**src/rtl/lptc_pkg.sv**
```systemverilog
// shared types and constants of the life pattern decoder
package lptc_pkg;

  localparam int unsigned CoordBitsDef = 16;
  localparam int unsigned QueueDepth   = 2;
  localparam int unsigned CellW        = 16;
  localparam int unsigned KindW        = 2;
  localparam int unsigned CfgIdxW      = 3;
  localparam int unsigned CfgDataW     = 16;
  localparam int unsigned TabStep      = 8;

  localparam logic [7:0] ChrStar  = 8'h2A;
  localparam logic [7:0] ChrTab   = 8'h09;
  localparam logic [7:0] ChrNl    = 8'h0A;
  localparam logic [7:0] ChrCr    = 8'h0D;
  localparam logic [7:0] ChrSpace = 8'h20;
  localparam logic [7:0] ChrHash  = 8'h23;
  localparam logic [7:0] ChrPlus  = 8'h2B;
  localparam logic [7:0] ChrMinus = 8'h2D;
  localparam logic [7:0] ChrZero  = 8'h30;
  localparam logic [7:0] ChrNine  = 8'h39;
  localparam logic [7:0] ChrA     = 8'h41;
  localparam logic [7:0] ChrB     = 8'h42;
  localparam logic [7:0] ChrE     = 8'h45;
  localparam logic [7:0] ChrP     = 8'h50;
  localparam logic [7:0] ChrR     = 8'h52;

  localparam logic [1:0] GainPos    = 2'b01;
  localparam logic [1:0] GainNegTwo = 2'b10;
  localparam logic [1:0] GainNeg    = 2'b11;

  typedef enum logic [KindW-1:0] {
    KindCell  = 2'd0,
    KindEnd   = 2'd1,
    KindError = 2'd2
  } kind_e;

  typedef enum logic [2:0] {
    PhStart,
    PhHash,
    PhDirective,
    PhBody,
    PhSkipStart,
    PhSkipHash,
    PhSkipRest,
    PhSkipClose
  } phase_e;

  typedef enum logic [1:0] {
    HdrNone,
    HdrB,
    HdrP,
    HdrR
  } hdr_e;

  typedef enum logic [1:0] {
    DsIdle,
    DsSign,
    DsDigits
  } dstage_e;

  typedef enum logic [CfgIdxW-1:0] {
    RegHotX  = 3'd0,
    RegHotY  = 3'd1,
    RegMatXx = 3'd2,
    RegMatXy = 3'd3,
    RegMatYx = 3'd4,
    RegMatYy = 3'd5
  } cfg_idx_e;

  typedef struct packed {
    logic [15:0] hot_x;
    logic [15:0] hot_y;
    logic [1:0]  mat_xx;
    logic [1:0]  mat_xy;
    logic [1:0]  mat_yx;
    logic [1:0]  mat_yy;
  } cfg_t;

  localparam cfg_t CfgReset = '{
    hot_x:  16'd32768,
    hot_y:  16'd32768,
    mat_xx: GainPos,
    mat_xy: 2'b00,
    mat_yx: 2'b00,
    mat_yy: GainPos
  };

endpackage

```
**src/rtl/lptc_fifo.sv**
```systemverilog
// small queue between the parser front and the placement back
module lptc_fifo #(
  parameter int unsigned Width = 34,
  parameter int unsigned Depth = lptc_pkg::QueueDepth
) (
  input  logic             clk_i,
  input  logic             rst_ni,
  input  logic             push_i,
  input  logic [Width-1:0] push_data_i,
  input  logic             pop_i,
  output logic             full_o,
  output logic             valid_o,
  output logic [Width-1:0] data_o
);
  import lptc_pkg::*;

  localparam int unsigned PtrW = (Depth > 1) ? $clog2(Depth) : 1;
  localparam int unsigned CntW = $clog2(Depth + 1);

  logic [Width-1:0] mem_q [Depth];
  logic [PtrW-1:0]  wr_ptr_q, wr_ptr_d, rd_ptr_q, rd_ptr_d;
  logic [CntW-1:0]  count_q, count_d;
  logic             do_pop;

  assign full_o  = (count_q == CntW'(Depth));
  assign valid_o = (count_q != '0);
  assign data_o  = mem_q[rd_ptr_q];
  assign do_pop  = pop_i & valid_o;

  always_comb begin
    wr_ptr_d = wr_ptr_q;
    rd_ptr_d = rd_ptr_q;
    count_d  = count_q;
    if (push_i) begin
      wr_ptr_d = (wr_ptr_q == PtrW'(Depth - 1)) ? '0 : wr_ptr_q + PtrW'(1);
    end
    if (do_pop) begin
      rd_ptr_d = (rd_ptr_q == PtrW'(Depth - 1)) ? '0 : rd_ptr_q + PtrW'(1);
    end
    if (push_i && !do_pop) begin
      count_d = count_q + CntW'(1);
    end else if (!push_i && do_pop) begin
      count_d = count_q - CntW'(1);
    end
  end

  always_ff @(posedge clk_i or negedge rst_ni) begin
    if (!rst_ni) begin
      wr_ptr_q <= '0;
      rd_ptr_q <= '0;
      count_q  <= '0;
    end else begin
      wr_ptr_q <= wr_ptr_d;
      rd_ptr_q <= rd_ptr_d;
      count_q  <= count_d;
    end
  end

  always_ff @(posedge clk_i) begin
    if (push_i) begin
      mem_q[wr_ptr_q] <= push_data_i;
    end
  end

endmodule

```
**src/rtl/lptc_front.sv**
```systemverilog
// byte parser: line phases, number scanner, counters and cell events
module lptc_front #(
  parameter int unsigned CoordBits = lptc_pkg::CoordBitsDef
) (
  input  logic                  clk_i,
  input  logic                  rst_ni,
  input  logic                  in_valid_i,
  input  logic [7:0]            in_byte_i,
  input  logic                  in_sof_i,
  input  logic                  q_full_i,
  output logic                  in_ready_o,
  output logic                  push_o,
  output lptc_pkg::kind_e       push_kind_o,
  output logic [CoordBits-1:0]  push_px_o,
  output logic [CoordBits-1:0]  push_py_o
);
  import lptc_pkg::*;

  typedef logic [CoordBits-1:0] coord_t;

  logic    acc, ev, do_body, do_lreset;
  logic    rel_q, rel_b, rel_d;
  phase_e  ph_q, ph_b, ph_d;
  hdr_e    hdr_q, hdr_b, hdr_d;
  coord_t  xo_q, xo_b, xo_d, yo_q, yo_b, yo_d;
  coord_t  row_q, row_b, row_d, col_q, col_b, col_d;
  coord_t  nval_q, nval_b, nval_d, first_q, first_b, first_d;
  logic    nneg_q, nneg_b, nneg_d, notnum_q, notnum_b, notnum_d;
  logic    fin_q, fin_b, fin_d;
  logic [1:0] npar_q, npar_b, npar_d;
  dstage_e ds_q, ds_b, ds_d;

  logic       digit, blank;
  logic [3:0] dval;
  coord_t     nf_nval, nf_first, nf_val;
  logic       nf_nneg, nf_notnum, nf_one, nf_two, nf_go;
  logic [1:0] nf_npar;
  dstage_e    nf_ds;
  kind_e      ev_kind;
  coord_t     ev_px, ev_py;

  assign acc        = in_valid_i & ~q_full_i;
  assign in_ready_o = ~q_full_i;
  assign push_o     = acc & ev;
  assign push_kind_o = ev_kind;
  assign push_px_o  = ev_px;
  assign push_py_o  = ev_py;

  // start of file clears state ahead of the byte
  always_comb begin
    rel_b = rel_q; ph_b = ph_q; hdr_b = hdr_q; xo_b = xo_q; yo_b = yo_q;
    row_b = row_q; col_b = col_q; nval_b = nval_q; first_b = first_q;
    nneg_b = nneg_q; notnum_b = notnum_q; fin_b = fin_q; npar_b = npar_q; ds_b = ds_q;
    if (in_sof_i) begin
      rel_b = 1'b0; ph_b = PhStart; hdr_b = HdrNone; xo_b = '0; yo_b = '0;
      row_b = '0; col_b = '0; nval_b = '0; first_b = '0;
      nneg_b = 1'b0; notnum_b = 1'b0; fin_b = 1'b0; npar_b = '0; ds_b = DsIdle;
    end
  end

  assign digit = (in_byte_i >= ChrZero) && (in_byte_i <= ChrNine);
  assign dval  = 4'(in_byte_i - ChrZero);
  assign blank = (in_byte_i == ChrSpace) || ((in_byte_i >= ChrTab) && (in_byte_i <= ChrCr));

  // number scanner
  always_comb begin
    nf_nval = nval_b; nf_first = first_b; nf_nneg = nneg_b; nf_notnum = notnum_b;
    nf_npar = npar_b; nf_ds = ds_b;
    nf_val = '0; nf_one = 1'b0; nf_two = 1'b0; nf_go = 1'b1;
    if (!notnum_b && (npar_b < 2'd2)) begin
      if (ds_b == DsDigits) begin
        if (digit) begin
          nf_nval = (nval_b << 3) + (nval_b << 1) + CoordBits'(dval);
          nf_go   = 1'b0;
        end else begin
          nf_val  = nneg_b ? -nval_b : nval_b;
          nf_npar = npar_b + 2'd1;
          nf_ds   = DsIdle;
          nf_nneg = 1'b0;
          nf_nval = '0;
          if (nf_npar == 2'd2) begin
            nf_two = 1'b1;
            nf_go  = 1'b0;
          end else begin
            nf_first = nf_val;
            nf_one   = 1'b1;
          end
        end
      end
      if (nf_go) begin
        if (digit) begin
          nf_nval = CoordBits'(dval);
          nf_ds   = DsDigits;
        end else if (nf_ds == DsIdle && blank) begin
          nf_ds = DsIdle;
        end else if (nf_ds == DsIdle && (in_byte_i == ChrPlus || in_byte_i == ChrMinus)) begin
          nf_nneg = (in_byte_i == ChrMinus);
          nf_ds   = DsSign;
        end else begin
          nf_notnum = 1'b1;
        end
      end
    end
  end

  // line phase machine
  always_comb begin
    rel_d = rel_b; ph_d = ph_b; hdr_d = hdr_b; xo_d = xo_b; yo_d = yo_b;
    row_d = row_b; col_d = col_b; nval_d = nval_b; first_d = first_b;
    nneg_d = nneg_b; notnum_d = notnum_b; fin_d = fin_b; npar_d = npar_b; ds_d = ds_b;
    do_body = 1'b0;
    do_lreset = 1'b0;
    if (!fin_b) begin
      unique case (ph_b)
        PhStart: begin
          if (in_byte_i == ChrHash) begin
            ph_d = PhHash;
          end else if (in_byte_i == ChrNl) begin
            row_d = row_b + CoordBits'(1);
            do_lreset = 1'b1;
          end else begin
            ph_d = PhBody;
            do_body = 1'b1;
          end
        end
        PhBody: begin
          do_body = 1'b1;
        end
        PhHash: begin
          if (in_byte_i == ChrNl) begin
            row_d = row_b + CoordBits'(1);
            do_lreset = 1'b1;
            ph_d = PhStart;
          end else if (in_byte_i == ChrE || in_byte_i == ChrA) begin
            fin_d = 1'b1;
          end else begin
            if (in_byte_i == ChrB) begin
              hdr_d = HdrB;
            end else if (in_byte_i == ChrP) begin
              hdr_d = HdrP;
            end else if (in_byte_i == ChrR) begin
              hdr_d = HdrR;
            end else begin
              hdr_d = HdrNone;
            end
            if (in_byte_i == ChrP || in_byte_i == ChrR) begin
              rel_d = (in_byte_i == ChrR);
              xo_d  = '0;
              yo_d  = '0;
              if (in_byte_i == ChrP) begin
                row_d = '0;
              end
            end
            ph_d = PhDirective;
          end
        end
        PhDirective: begin
          if (hdr_b == HdrP || hdr_b == HdrR) begin
            nval_d = nf_nval; first_d = nf_first; nneg_d = nf_nneg;
            notnum_d = nf_notnum; npar_d = nf_npar; ds_d = nf_ds;
            if (nf_one) begin
              xo_d = nf_val;
            end else if (nf_two) begin
              yo_d = nf_val;
            end
          end
          if (in_byte_i == ChrNl) begin
            if (hdr_b == HdrB) begin
              ph_d = PhSkipStart;
            end else begin
              row_d = row_b + CoordBits'(1);
              ph_d = PhStart;
            end
            hdr_d = HdrNone;
            do_lreset = 1'b1;
          end
        end
        PhSkipStart: begin
          if (in_byte_i == ChrHash) begin
            ph_d = PhSkipHash;
          end else if (in_byte_i != ChrNl) begin
            ph_d = PhSkipRest;
          end
        end
        PhSkipHash: begin
          if (in_byte_i == ChrE) begin
            ph_d = PhSkipClose;
          end else if (in_byte_i == ChrNl) begin
            ph_d = PhSkipStart;
          end else begin
            ph_d = PhSkipRest;
          end
        end
        PhSkipRest: begin
          if (in_byte_i == ChrNl) begin
            ph_d = PhSkipStart;
          end
        end
        PhSkipClose: begin
          if (in_byte_i == ChrNl) begin
            row_d = row_b + CoordBits'(1);
            do_lreset = 1'b1;
            ph_d = PhStart;
          end
        end
        default: begin
          ph_d = PhStart;
        end
      endcase
    end
    if (do_body) begin
      if (rel_b) begin
        nval_d = nf_nval; first_d = nf_first; nneg_d = nf_nneg;
        notnum_d = nf_notnum; npar_d = nf_npar; ds_d = nf_ds;
      end
      if (in_byte_i == ChrNl) begin
        row_d = row_b + CoordBits'(1);
        do_lreset = 1'b1;
        ph_d = PhStart;
      end else if (in_byte_i == ChrTab) begin
        col_d = (col_b + CoordBits'(TabStep)) & ~CoordBits'(TabStep - 1);
      end else begin
        col_d = col_b + CoordBits'(1);
      end
    end
    if (do_lreset) begin
      col_d = '0; nval_d = '0; nneg_d = 1'b0; npar_d = '0;
      first_d = '0; notnum_d = 1'b0; ds_d = DsIdle;
    end
  end

  // event towards the back
  always_comb begin
    ev = 1'b0;
    ev_kind = KindCell;
    ev_px = '0;
    ev_py = '0;
    if (!fin_b) begin
      if (ph_b == PhHash && in_byte_i == ChrE) begin
        ev = 1'b1;
        ev_kind = KindEnd;
      end else if (ph_b == PhHash && in_byte_i == ChrA) begin
        ev = 1'b1;
        ev_kind = KindError;
      end else if (do_body && rel_b && nf_two) begin
        ev = 1'b1;
        ev_px = xo_b + nf_first;
        ev_py = yo_b + nf_val;
      end else if (do_body && in_byte_i == ChrStar && (!rel_b || nf_notnum)) begin
        ev = 1'b1;
        ev_px = xo_b + col_b;
        ev_py = yo_b + row_b;
      end
    end
  end

  always_ff @(posedge clk_i or negedge rst_ni) begin
    if (!rst_ni) begin
      rel_q <= 1'b0; ph_q <= PhStart; hdr_q <= HdrNone; xo_q <= '0; yo_q <= '0;
      row_q <= '0; col_q <= '0; nval_q <= '0; first_q <= '0;
      nneg_q <= 1'b0; notnum_q <= 1'b0; fin_q <= 1'b0; npar_q <= '0; ds_q <= DsIdle;
    end else if (acc) begin
      rel_q <= rel_d; ph_q <= ph_d; hdr_q <= hdr_d; xo_q <= xo_d; yo_q <= yo_d;
      row_q <= row_d; col_q <= col_d; nval_q <= nval_d; first_q <= first_d;
      nneg_q <= nneg_d; notnum_q <= notnum_d; fin_q <= fin_d; npar_q <= npar_d; ds_q <= ds_d;
    end
  end

endmodule

```
**src/rtl/lptc_back.sv**
```systemverilog
// placement: gain matrix (+1, -1, -2 or 0) and hot point applied, output register
module lptc_back #(
  parameter int unsigned CoordBits = lptc_pkg::CoordBitsDef
) (
  input  logic                 clk_i,
  input  logic                 rst_ni,
  input  lptc_pkg::cfg_t       cfg_i,
  input  logic                 q_valid_i,
  input  lptc_pkg::kind_e      q_kind_i,
  input  logic [CoordBits-1:0] q_px_i,
  input  logic [CoordBits-1:0] q_py_i,
  output logic                 pop_o,
  output logic                 m_axis_tvalid,
  input  logic                 m_axis_tready,
  output logic [2*lptc_pkg::CellW-1:0] m_axis_tdata,
  output logic [lptc_pkg::KindW-1:0]   m_axis_tuser
);
  import lptc_pkg::*;

  localparam int unsigned ExtW = (CoordBits > CellW) ? CoordBits : CellW;

  typedef logic [CoordBits-1:0] coord_t;

  function automatic coord_t gain(input logic [1:0] g, input coord_t v);
    coord_t r;
    case (g)
      GainPos:    r = v;
      GainNegTwo: r = -(v << 1);
      GainNeg:    r = -v;
      default:    r = '0;
    endcase
    return r;
  endfunction

  coord_t             wx, wy;
  logic [ExtW-1:0]    wx_ext, wy_ext;
  logic               vld_q, vld_d;
  logic [CellW-1:0]   x_q, x_d, y_q, y_d;
  logic [KindW-1:0]   kind_q, kind_d;

  assign wx = CoordBits'(cfg_i.hot_x) + gain(cfg_i.mat_xx, q_px_i) + gain(cfg_i.mat_xy, q_py_i);
  assign wy = CoordBits'(cfg_i.hot_y) + gain(cfg_i.mat_yx, q_px_i) + gain(cfg_i.mat_yy, q_py_i);
  assign wx_ext = ExtW'(wx);
  assign wy_ext = ExtW'(wy);

  assign pop_o = q_valid_i & (~vld_q | m_axis_tready);

  always_comb begin
    vld_d  = vld_q & ~m_axis_tready;
    x_d    = x_q;
    y_d    = y_q;
    kind_d = kind_q;
    if (pop_o) begin
      vld_d  = 1'b1;
      kind_d = q_kind_i;
      x_d    = (q_kind_i == KindCell) ? wx_ext[CellW-1:0] : '0;
      y_d    = (q_kind_i == KindCell) ? wy_ext[CellW-1:0] : '0;
    end
  end

  always_ff @(posedge clk_i or negedge rst_ni) begin
    if (!rst_ni) begin
      vld_q <= 1'b0;
    end else begin
      vld_q <= vld_d;
    end
  end

  always_ff @(posedge clk_i) begin
    x_q    <= x_d;
    y_q    <= y_d;
    kind_q <= kind_d;
  end

  assign m_axis_tvalid = vld_q;
  assign m_axis_tdata  = {y_q, x_q};
  assign m_axis_tuser  = kind_q;

endmodule

```
**src/rtl/life_pattern_text_to_cells_top.sv**
```systemverilog
// top level of the life pattern text decoder
//
// channel  direction  handshake              payload
// s_axis   in         tvalid / tready        tdata text_byte, tuser start_of_file
// m_axis   out        tvalid / tready        tdata cell_x, cell_y; tuser result_kind
// cfg      in         cfg_we_i (no wait)     cfg_idx_i register, cfg_data_i value
//
// one byte per cycle while s_axis_tready is high; the parser updates its state
// in the cycle it accepts the byte; a result reaches m_axis through a two-entry
// queue and the output register of the placement stage
// s_axis_tready drops only when the queue is full behind a stalled output
// reset clears all parse state and loads the default hot point and identity matrix
module life_pattern_text_to_cells_top #(
  parameter int unsigned CoordBits = lptc_pkg::CoordBitsDef
) (
  input  logic                              clk_i,
  input  logic                              rst_ni,
  input  logic                              s_axis_tvalid,
  output logic                              s_axis_tready,
  input  logic [7:0]                        s_axis_tdata,  // text_byte
  input  logic                              s_axis_tuser,  // start_of_file
  output logic                              m_axis_tvalid,
  input  logic                              m_axis_tready,
  output logic [2*lptc_pkg::CellW-1:0]      m_axis_tdata,  // cell_x, cell_y
  output logic [lptc_pkg::KindW-1:0]        m_axis_tuser,  // result_kind
  input  logic                              cfg_we_i,
  input  logic [lptc_pkg::CfgIdxW-1:0]      cfg_idx_i,
  input  logic [lptc_pkg::CfgDataW-1:0]     cfg_data_i
);
  import lptc_pkg::*;

  localparam int unsigned EntryW = KindW + 2 * CoordBits;

  cfg_t                 cfg_q, cfg_d;
  logic                 q_full, q_valid, push, pop;
  kind_e                push_kind;
  logic [CoordBits-1:0] push_px, push_py;
  logic [EntryW-1:0]    q_wdata, q_rdata;

  always_comb begin
    cfg_d = cfg_q;
    if (cfg_we_i) begin
      unique case (cfg_idx_e'(cfg_idx_i))
        RegHotX:  cfg_d.hot_x  = cfg_data_i;
        RegHotY:  cfg_d.hot_y  = cfg_data_i;
        RegMatXx: cfg_d.mat_xx = cfg_data_i[1:0];
        RegMatXy: cfg_d.mat_xy = cfg_data_i[1:0];
        RegMatYx: cfg_d.mat_yx = cfg_data_i[1:0];
        RegMatYy: cfg_d.mat_yy = cfg_data_i[1:0];
        default:  cfg_d = cfg_q;
      endcase
    end
  end

  always_ff @(posedge clk_i or negedge rst_ni) begin
    if (!rst_ni) begin
      cfg_q <= CfgReset;
    end else begin
      cfg_q <= cfg_d;
    end
  end

  lptc_front #(
    .CoordBits (CoordBits)
  ) u_front (
    .clk_i       (clk_i),
    .rst_ni      (rst_ni),
    .in_valid_i  (s_axis_tvalid),
    .in_byte_i   (s_axis_tdata),
    .in_sof_i    (s_axis_tuser),
    .q_full_i    (q_full),
    .in_ready_o  (s_axis_tready),
    .push_o      (push),
    .push_kind_o (push_kind),
    .push_px_o   (push_px),
    .push_py_o   (push_py)
  );

  assign q_wdata = {push_kind, push_py, push_px};

  lptc_fifo #(
    .Width (EntryW),
    .Depth (QueueDepth)
  ) u_fifo (
    .clk_i       (clk_i),
    .rst_ni      (rst_ni),
    .push_i      (push),
    .push_data_i (q_wdata),
    .pop_i       (pop),
    .full_o      (q_full),
    .valid_o     (q_valid),
    .data_o      (q_rdata)
  );

  lptc_back #(
    .CoordBits (CoordBits)
  ) u_back (
    .clk_i         (clk_i),
    .rst_ni        (rst_ni),
    .cfg_i         (cfg_q),
    .q_valid_i     (q_valid),
    .q_kind_i      (kind_e'(q_rdata[EntryW-1 -: KindW])),
    .q_px_i        (q_rdata[CoordBits-1:0]),
    .q_py_i        (q_rdata[2*CoordBits-1:CoordBits]),
    .pop_o         (pop),
    .m_axis_tvalid (m_axis_tvalid),
    .m_axis_tready (m_axis_tready),
    .m_axis_tdata  (m_axis_tdata),
    .m_axis_tuser  (m_axis_tuser)
  );

endmodule

```
**config.mk**
```make
export PLATFORM = sky130hd
export DESIGN_NAME = life_pattern_text_to_cells_top
export DESIGN_NICKNAME = d
export VERILOG_FILES = /design/src/rtl/lptc_pkg.sv /design/src/rtl/lptc_fifo.sv /design/src/rtl/lptc_front.sv /design/src/rtl/lptc_back.sv /design/src/rtl/life_pattern_text_to_cells_top.sv
export SDC_FILE = /design/constraint.sdc
export NUM_CORES = 1
export LEC_CHECK = 0
export ABC_CLOCK_PERIOD_IN_PS = 5400
export BUFFER_PORTS_ARGS = -buffer_cell sky130_fd_sc_hd__buf_4
export CAP_MARGIN = 5
export CORE_MARGIN = 3
export CORE_UTILIZATION = 25
export DETAILED_ROUTE_END_ITERATION = 7
export GPL_ROUTABILITY_DRIVEN = 0
export PLACE_DENSITY_LB_ADDON = 0.3
export SYNTH_ARGS = -nofsm -noshare
export SYNTH_HDL_FRONTEND = slang
export SYNTH_SLANG_ARGS = --single-unit
export TNS_END_PERCENT = 20
```
**constraint.sdc**
```tcl
create_clock -name clk_i -period 5.4 [get_ports clk_i]
set_input_delay 0.54 -clock clk_i [delete_from_list [all_inputs] [get_ports clk_i]]
set_output_delay 0.54 -clock clk_i [all_outputs]
set_load 0.02 [all_outputs]
```
==> results list, run 1 <==
- The flow ran to the end, and the final reports show no timing, DRC or antenna violations.
- # IOs: 69
- Wires add up to 67,540 um.
* Leading cell type in the layout, fill and taps excluded: sky130_fd_sc_hd__nand2_1
* Vertical die dimension: 297.4 um
- Final Worst Setup Slack: approximately 0.36 ns
* Final instance count without filler cells: 3,577
* Cell taking the most area after synthesis: sky130_fd_sc_hd__dfrtp_1
* Number of hold-slack violations in the final timing report: 0
- The floorplan step set the die width to just under 300 um.
* Area contributors post-synth: sky130_fd_sc_hd__dfrtp_1 (18%), sky130_fd_sc_hd__edfxtp_1 (14%), sky130_fd_sc_hd__ha_1 (7.2%)
- Prior to clock tree synthesis, the placed netlist has a worst setup slack of 0.3606 ns.
* Leading register cell type out of synthesis: sky130_fd_sc_hd__dfrtp_1
* Commonest non-fill, non-tap cells in the layout: sky130_fd_sc_hd__nand2_1 (248), sky130_fd_sc_hd__nor2_1 (207), sky130_fd_sc_hd__o21ai_0 (154), sky130_fd_sc_hd__dfrtp_1 (149), sky130_fd_sc_hd__a21oi_1 (147)
- Among all stages on the critical path, the largest delay is contributed by sky130_fd_sc_hd__a2111oi_4.
* Antenna-violating nets left: 0
- Critical path arrival: 5.47 ns
- For this block, the via count after detailed routing is 18,270.
- Once placement completed, the tool counted placed cells totaling roughly 3,500.
* Top cell type's share of synthesized area: 17.69%
* Estimated wirelength of the detail-placed design: 51,520 um
* Iteration-0 DRC Markers: 1,567
- The tightest hold path in the finished design has a slack of 0.2021 ns.
- Antenna fix cells: 0
* Vias in the first global route: 17,390
* Register bit count reported by yosys: approximately 260
- Global routing consumed, over all layers together, 14.88% of the routing resources.
- Endpoint type of the worst setup path: register
- STA puts the critical path data required time at just under 6 ns.
- Yosys warning total: 0
- In this run the tool buffered the top-level ports with 68 buffer cells.
* Async set-reset flop share out of synthesis: 60.16%
- Root buf cell: sky130_fd_sc_hd__clkbuf_16
- Summing every instance area after synthesis gives 21,220 um2.
- Initial cell density of the core: approximately a quarter
* Worst IR Drop VDD: 0.2828 mV
* Final setup vio count: 0
- Initial antenna violation count: 0
* Clock skew after layout: 0.02382 ns
* DRC violation count after routing: 0
- The clock passes through at most 3 buffers.
- Buffers added to address setup during post-CTS repair amount to 0.
- Counting distinct cell types in the post-synthesis netlist gives 106.
* Post-synthesis cell count: 2,386
- Counting flops with a built-in enable in the synthesized netlist gives about 100.
- Compared with the post-synthesis result, the final layout area differs by 13.87%.
- Mean instance size in the synthesized netlist: 8.895 um2
- Maximum number of pins on one net before global-route repair: approximately 130
* Layout cell share with drive strength beyond 1: about an eighth
- Setup repair after global routing missed its margin: no
- Part of the cycle the worst path needs: 93.38%
- The critical path is of the reg -> reg type.
- Number of fill cells in the layout: around 9,000
- Buffers inserted during clock tree synthesis total 29.
- Type of element launching the critical path: register
- Leakage dissipation: 9.799 nW
- Cell Chain, Critical Path: mux2_2 > inv_1 > ha_4 > or4b_4 > a2111oi_4 > nand2_2 > nor2_1 > xnor2_1 > nand2_1 > o21ai_1 > o22ai_1 > fa_1 > ha_1 > or3_1 > nor3_1 > o31ai_1 > or2_2 > mux2i_1
- Post-layout net count: 2,613
* Clock network latency to the later pin of the worst-skew pair: between 0.5 and 0.6 ns
- For the final routed database, the setup TNS stands at 0 ns.
- In this run the number of H-tree levels came out at 1.
- Number of clock sinks seen by CTS: roughly 260
- The smallest clock period supported by the final layout is computed as 5.042 ns.
- Relative max-transition margin: 21.29%
- CTS tree: built
- Total nets after synthesis: roughly 2,600
- At the pin with the least slew margin, the transition time is 1.176 ns.
* Maximum fanout count along the critical path: 8
- Pre-Repair DR Iteration Count: 5
* Routed len/inst: 18.88 um
* Clock-pin transition on the worst setup and hold timing paths: 0.06 ns
- The tightest min-delay check is of the in -> reg type.
* Remaining global-route overflow: 0
- Die footprint: a little under 90,000 um2
- For this run, the slowest stage of the critical path takes 0.52 ns.
- Via density: 5.108
- In this run the core area contains 106 standard-cell rows.
- Post-synthesis sequential area ratio: roughly 33%
* Pins Over Slew Limit: 0
* Number of maximum-capacitance violations: 0
- Achievable frequency: 0.1983 GHz
- CORE AREA: between 80,000 and 90,000 um2
- The first global-routing pass estimated 105,800 um of wire.
- For this design the ratio of total power to cell area is around 420 nW/um2.
## cell type report
class | instances | area [um2] | share of cell area [%]
clock buffer | 43 | 840.8 | 3.479
timing repair buffer | 127 | 992.2 | 4.106
tap | 1134 | 1419 | 5.871
sequential | 256 | 6923 | 28.65
multi-input combinational | 1942 | 13610 | 56.32
inverter | 64 | 240.2 | 0.9940
clock inverter | 11 | 140.1 | 0.5799
## state kept, by name, summed over array words and instances, names as in the netlist, 3 cells and up
register,cells
u_front.nval_q,16
u_front.first_q,16
u_front.ph_q,3
u_front.xo_q,16
u_front.col_q,16
cfg_q,40
u_back.x_q,16
u_front.row_q,16
u_back.y_q,16
u_front.yo_q,16
u_fifo.mem_q,68
## critical path: cells and delay by family (launching register included)
kind | cells | cell delay (ns)
xor+xnor | 1 | 0.12
simple gates | 7 | 1.96
flops | 1 | 0.41
fa+ha+maj | 3 | 0.85
mux | 2 | 0.51
compound gates | 4 | 0.95
buf+inv | 1 | 0.10
## timing repair
action,in CTS,in global routing
hold buffers,1,0
gates resized for setup,0,3
hold endpoints to repair,30,0
endpoints found under the setup margin,0,3
## cells in the mapped netlist, types with 55 or more instances
| cell type | number |
|---|---|
| sky130_fd_sc_hd__a21oi_1 | 147 |
| sky130_fd_sc_hd__clkbuf_1 | 84 |
| sky130_fd_sc_hd__dfrtp_1 | 150 |
| sky130_fd_sc_hd__edfxtp_1 | 102 |
| sky130_fd_sc_hd__ha_1 | 122 |
| sky130_fd_sc_hd__inv_1 | 63 |
| sky130_fd_sc_hd__mux2_2 | 67 |
| sky130_fd_sc_hd__nand2_1 | 249 |
| sky130_fd_sc_hd__nand3_1 | 58 |
| sky130_fd_sc_hd__nor2_1 | 207 |
| sky130_fd_sc_hd__nor2b_1 | 73 |
| sky130_fd_sc_hd__nor3_1 | 58 |
| sky130_fd_sc_hd__o21ai_0 | 156 |
| sky130_fd_sc_hd__o21ai_1 | 55 |
| sky130_fd_sc_hd__xnor2_1 | 80 |
| sky130_fd_sc_hd__xor2_1 | 58 |
## per-stage QoR
| stage | utilization (%) | power [mW] | instance area (um2) |
|---|---|---|---|
| 5_1_grt | 28.83 | 10.84 | 24170 |
| 3_5_place_dp | 27.64 | 7.965 | 23160 |
| 6_report | 28.83 | 10.05 | 24170 |
| 3_3_place_gp | 27.64 | 7.961 | 23160 |
| 2_1_floorplan | - | 6.588 | 21300 |
| 4_1_cts | 28.82 | 10.11 | 24160 |
## worst paths after layout
check | from | endpoint | slack [ns] | cells past startpoint
worst min register to register | u_front.row_q[10]$_DFFE_PN0P_ | u_front.row_q[10]$_DFFE_PN0P_ | 0.49 | 1
worst max-delay path | u_fifo.rd_ptr_q$_DFFE_PN0P_ | u_back.y_q[15]$_SDFFCE_PP0P_ | 0.36 | 18
worst min-delay path | cfg_data_i[8] | cfg_q[16]$_DFFE_PN0P_ | 0.20 | 2
max in group asynchronous | rst_ni | u_fifo.rd_ptr_q$_DFFE_PN0P_ | 3.82 | 3
worst max register to register | u_fifo.rd_ptr_q$_DFFE_PN0P_ | u_back.y_q[15]$_SDFFCE_PP0P_ | 0.36 | 18
min in group asynchronous | rst_ni | u_front.row_q[15]$_DFFE_PN0P_ | 0.40 | 2
## layer usage
layer  vias to the layer above  global-route usage (%)  wire, um
met2                       461                   22.53     28950
met5                         -                       0         0
met4                         0                   3.659      1698
met3                        84                   1.949      3604
li1                       8906                       -         -
met1                      8820                   22.26     33280
## report_power, final
group / internal (mW) / total [mW] / switching [mW]
clock: 1.22 / 2.09 / 0.868
sequential: 2.36 / 2.60 / 0.240
combinational: 2.19 / 5.36 / 3.18
total: 5.76 / 10.0 / 4.28
## logic make-up after synthesis
kind of cell	share of synthesized area, %
AO/OA/AOI/OAI	21.99
XOR/XNOR	5.771
buffers and inverters	3.631
flip-flops	32.61
AND/OR/NAND/NOR	19.13
multiplexers	6.084
adder cells (fa/ha/maj)	10.78
Note: power is estimated with default switching activity, not from simulation.
==> run 2, diff against run 1 <==
--- a/config.mk
+++ b/config.mk
@@ -5,7 +5,7 @@
 export SDC_FILE = /design/constraint.sdc
 export NUM_CORES = 1
 export LEC_CHECK = 0
-export ABC_CLOCK_PERIOD_IN_PS = 5400
+export ABC_CLOCK_PERIOD_IN_PS = 4700
 export BUFFER_PORTS_ARGS = -buffer_cell sky130_fd_sc_hd__buf_4
 export CAP_MARGIN = 5
 export CORE_MARGIN = 3
==> constraint.sdc (replaced) <==
create_clock -name clk_i -period 4.7 [get_ports clk_i]
set_input_delay 0.47 -clock clk_i [delete_from_list [all_inputs] [get_ports clk_i]]
set_output_delay 0.47 -clock clk_i [all_outputs]
set_load 0.02 [all_outputs]
==> run 2 against run 1 <==
Utilization is 1.2 points higher; fmax increased by 8.1%; largest power group unchanged; via count grew 2.2%; cell count up 2.5%.
==> results list, run 2 (synthesis results as in run 1) <==
* Cell Chain, Critical Path: mux2_4 > inv_4 > ha_4 > or4b_4 > and2_4 > or3_4 > nand2_2 > o21ai_1 > a32o_2 > fa_1 > ha_4 > or3_1 > o211a_1 > a41o_1 > o41ai_4 > o21ai_1 > mux2i_1
* Post-layout net count: 2,703
- Run status: finished, final reports clean
* Layout cell share with drive strength beyond 1: about 17%
* WL final: roughly 70,000 um
* Initial cell density of the core: 25.32%
- Along the worst path, the maximum fanout reaches 5.
* Leading cell type in the layout, fill and taps excluded: sky130_fd_sc_hd__nand2_1
* TritonCTS buffer count: 31
* Remaining global-route overflow: 0
* Antenna fix cells: 0
* H-tree depth: 1
- Achievable frequency: 0.2143 GHz
- The filler cells instantiated in the layout total 8,917.
- Part of the cycle the worst path needs: 99.27%
- # IOs: 69
* Leakage dissipation: 10.38 nW
- The number of hold violations in the final report came to 0.
- More flip-flops sit in one register than any other, and that register is u_fifo.mem_q.
- Once placement finished, the instance area stood at 23,920 um2.
- Endpoint type of the worst setup path: register
- For this run, the total global-route usage over all layers was measured as roughly 15%.
* Type of element launching the critical path: register
* Minimum setup slack after placement: 0.02227 ns
* Vertical die dimension: ~300 um
- Antenna-violating nets left: 0
- In the routed design, unresolved DRC markers number 0.
* Via density: 5.093
- Compared with the post-synthesis result, the final layout area differs by 18.59%.
* Number of vias in the routed layout: 18,680
- The largest registers in the layout are u_fifo.mem_q: 68 flops, cfg_q: 40 flops.
- Setup TNS: 0 ns
- Pre-Repair DR Iteration Count: 5
- Across all hold checks on the routed design, the worst slack comes to approximately 0.12 ns.
* Critical path arrival: ~5 ns
* Site row count: roughly 110
* Commonest non-fill, non-tap cells in the layout: sky130_fd_sc_hd__nand2_1 (247), sky130_fd_sc_hd__buf_4 (210), sky130_fd_sc_hd__nor2_1 (205), sky130_fd_sc_hd__dfrtp_1 (149), sky130_fd_sc_hd__a21oi_1 (145)
* Kind of critical path: reg -> reg
* CORE AREA: 83,820 um2
- After layout, the worst setup slack is about 0.034 ns.
* First-pass GRT wire length: 107,700 um
* Die footprint: between 80,000 and 90,000 um2
- The tool flagged a number of max-cap violations equal to 0.
- The final number of max-transition violations is 0.
- In this run the power density over the cells is roughly 500 nW/um2.
- Setup repair after global routing could not meet its margin everywhere.
- Final instance area: 25,170 um2
- Summing all multi-input logic gate instances after layout gives 13,790 um2.
- I/O Buffers: 68
- Setup violations remaining at the end of the flow were counted as 0.
- Combinational logic burns 55.4% of the power.
- For the pin with the worst max-slew slack, the measured transition is 1.085 ns.
- For this design, the slowest cell found on the critical path is sky130_fd_sc_hd__fa_1.
- Iteration-0 DRC Markers: 1,545
* Class of the tightest hold or removal check: in -> reg
- STA puts the critical path data required time at 5.04 ns.
- Entering global routing, the biggest net connects 88 pins.
- Worst IR Drop VDD: 0.3044 mV
* Vias in the first global route: approximately 18,000
- Period minus WS final: 4.666 ns
- Estimated wirelength of the detail-placed design: approximately 53,000 um
- Internal Pwr Total: between 7 and 8 mW
- Final cell utilization of the core: 30.03%
* Relative contribution of sequential cells to total power: between 20% and 30%
- The clock reaches the later pin of the worst-skew pair after approximately 0.6 ns.
* Initial antenna violation count: 1
- Clock-pin transition on the worst setup and hold timing paths: approximately 0.060 ns
- Clock Path Buffers: 3
- Switching power total: 5.149 mW
- Root buf cell: sky130_fd_sc_hd__clkbuf_16
- For the final database, setup skew stands at approximately 0.021 ns.
- Relative max-transition margin: between 20 and 30%
- Sequential cell area: 6923 um2
- In the final routed layout, each cell accounts on average for 18.59 um.
- Largest stage delay on the critical path: 0.49 ns
- Max reg flops: 68
- Of the total power, the share spent switching nets is between 40% and 50%.
- From left edge to right edge, the die measures 297.4 um.
- Number of clock sinks seen by CTS: approximately 260
- The clock network accounts for 21.1% of the total power.
- TritonCTS built the clock tree.
-- run 2: layer usage --
layer | vias up | global-route usage, % | wire, um
met5 | - | 0 | 0
met4 | 0 | 4.024 | 1823
met3 | 86 | 1.839 | 3237
met2 | 498 | 23.04 | 29470
met1 | 9009 | 22.47 | 33650
li1 | 9087 | - | -
-- run 2: area by class of cell --
class	count	area share (%)
well taps	1134	5.637
clock buffers	42	3.609
flip-flops and latches	256	27.51
inverters	64	0.9644
multi-input cells	1942	54.80
repair buffers	215	6.617
clock inverters	15	0.8700
-- run 2: power by group through the flow --
stage          Sequential (mW)  Combinational, mW  Clock [mW]
2_1_floorplan             3.07               4.67           0
5_1_grt                   2.98               7.68        2.80
4_1_cts                   2.94               6.77        2.70
3_5_place_dp              2.98               6.73           0
3_3_place_gp              2.98               6.76           0
6_report                  2.94               6.94        2.64
-- run 2: worst paths after layout --
| kind | depth (start not counted) | from | slack (ns) | endpoint |
|---|---|---|---|---|
| max in group asynchronous | 3 | rst_ni | 3.21 | u_front.col_q[14]$_DFFE_PN0P_ |
| worst min register to register | 2 | u_front.first_q[1]$_DFFE_PN0P_ | 0.48 | u_front.first_q[1]$_DFFE_PN0P_ |
| worst max register to register | 17 | u_fifo.rd_ptr_q$_DFFE_PN0P_ | 0.03 | u_back.x_q[14]$_SDFFCE_PP0P_ |
| min in group asynchronous | 2 | rst_ni | 0.45 | u_front.row_q[4]$_DFFE_PN0P_ |
| worst max-delay path | 17 | u_fifo.rd_ptr_q$_DFFE_PN0P_ | 0.03 | u_back.x_q[14]$_SDFFCE_PP0P_ |
| worst min-delay path | 2 | cfg_data_i[11] | 0.12 | cfg_q[19]$_DFFE_PN0P_ |
-- run 2: repair_timing --
item / 4_1_cts / 5_1_grt
hold buffers: 1 / 0
buffers inserted: 0 / 1
resized for setup: 0 / 25
setup endpoints to repair: 0 / 13
hold endpoints to repair: 51 / 0
-- run 2: worst max-delay path, delay by kind of cell (launching register included) --
family          cells  cell delay (ns)
buf+inv             1             0.06
flops               1             0.45
simple gates        5             1.46
fa+ha+maj           3             0.80
compound gates      6             1.18
mux                 2             0.46
-- run 2: metrics by stage --
stage | total power [mW] | cells
floorplan | 7.742 | 2386
global placement | 9.739 | 3609
detailed placement | 9.708 | 3609
CTS | 12.41 | 3667
global route | 13.46 | 3668
finish | 12.52 | 3668
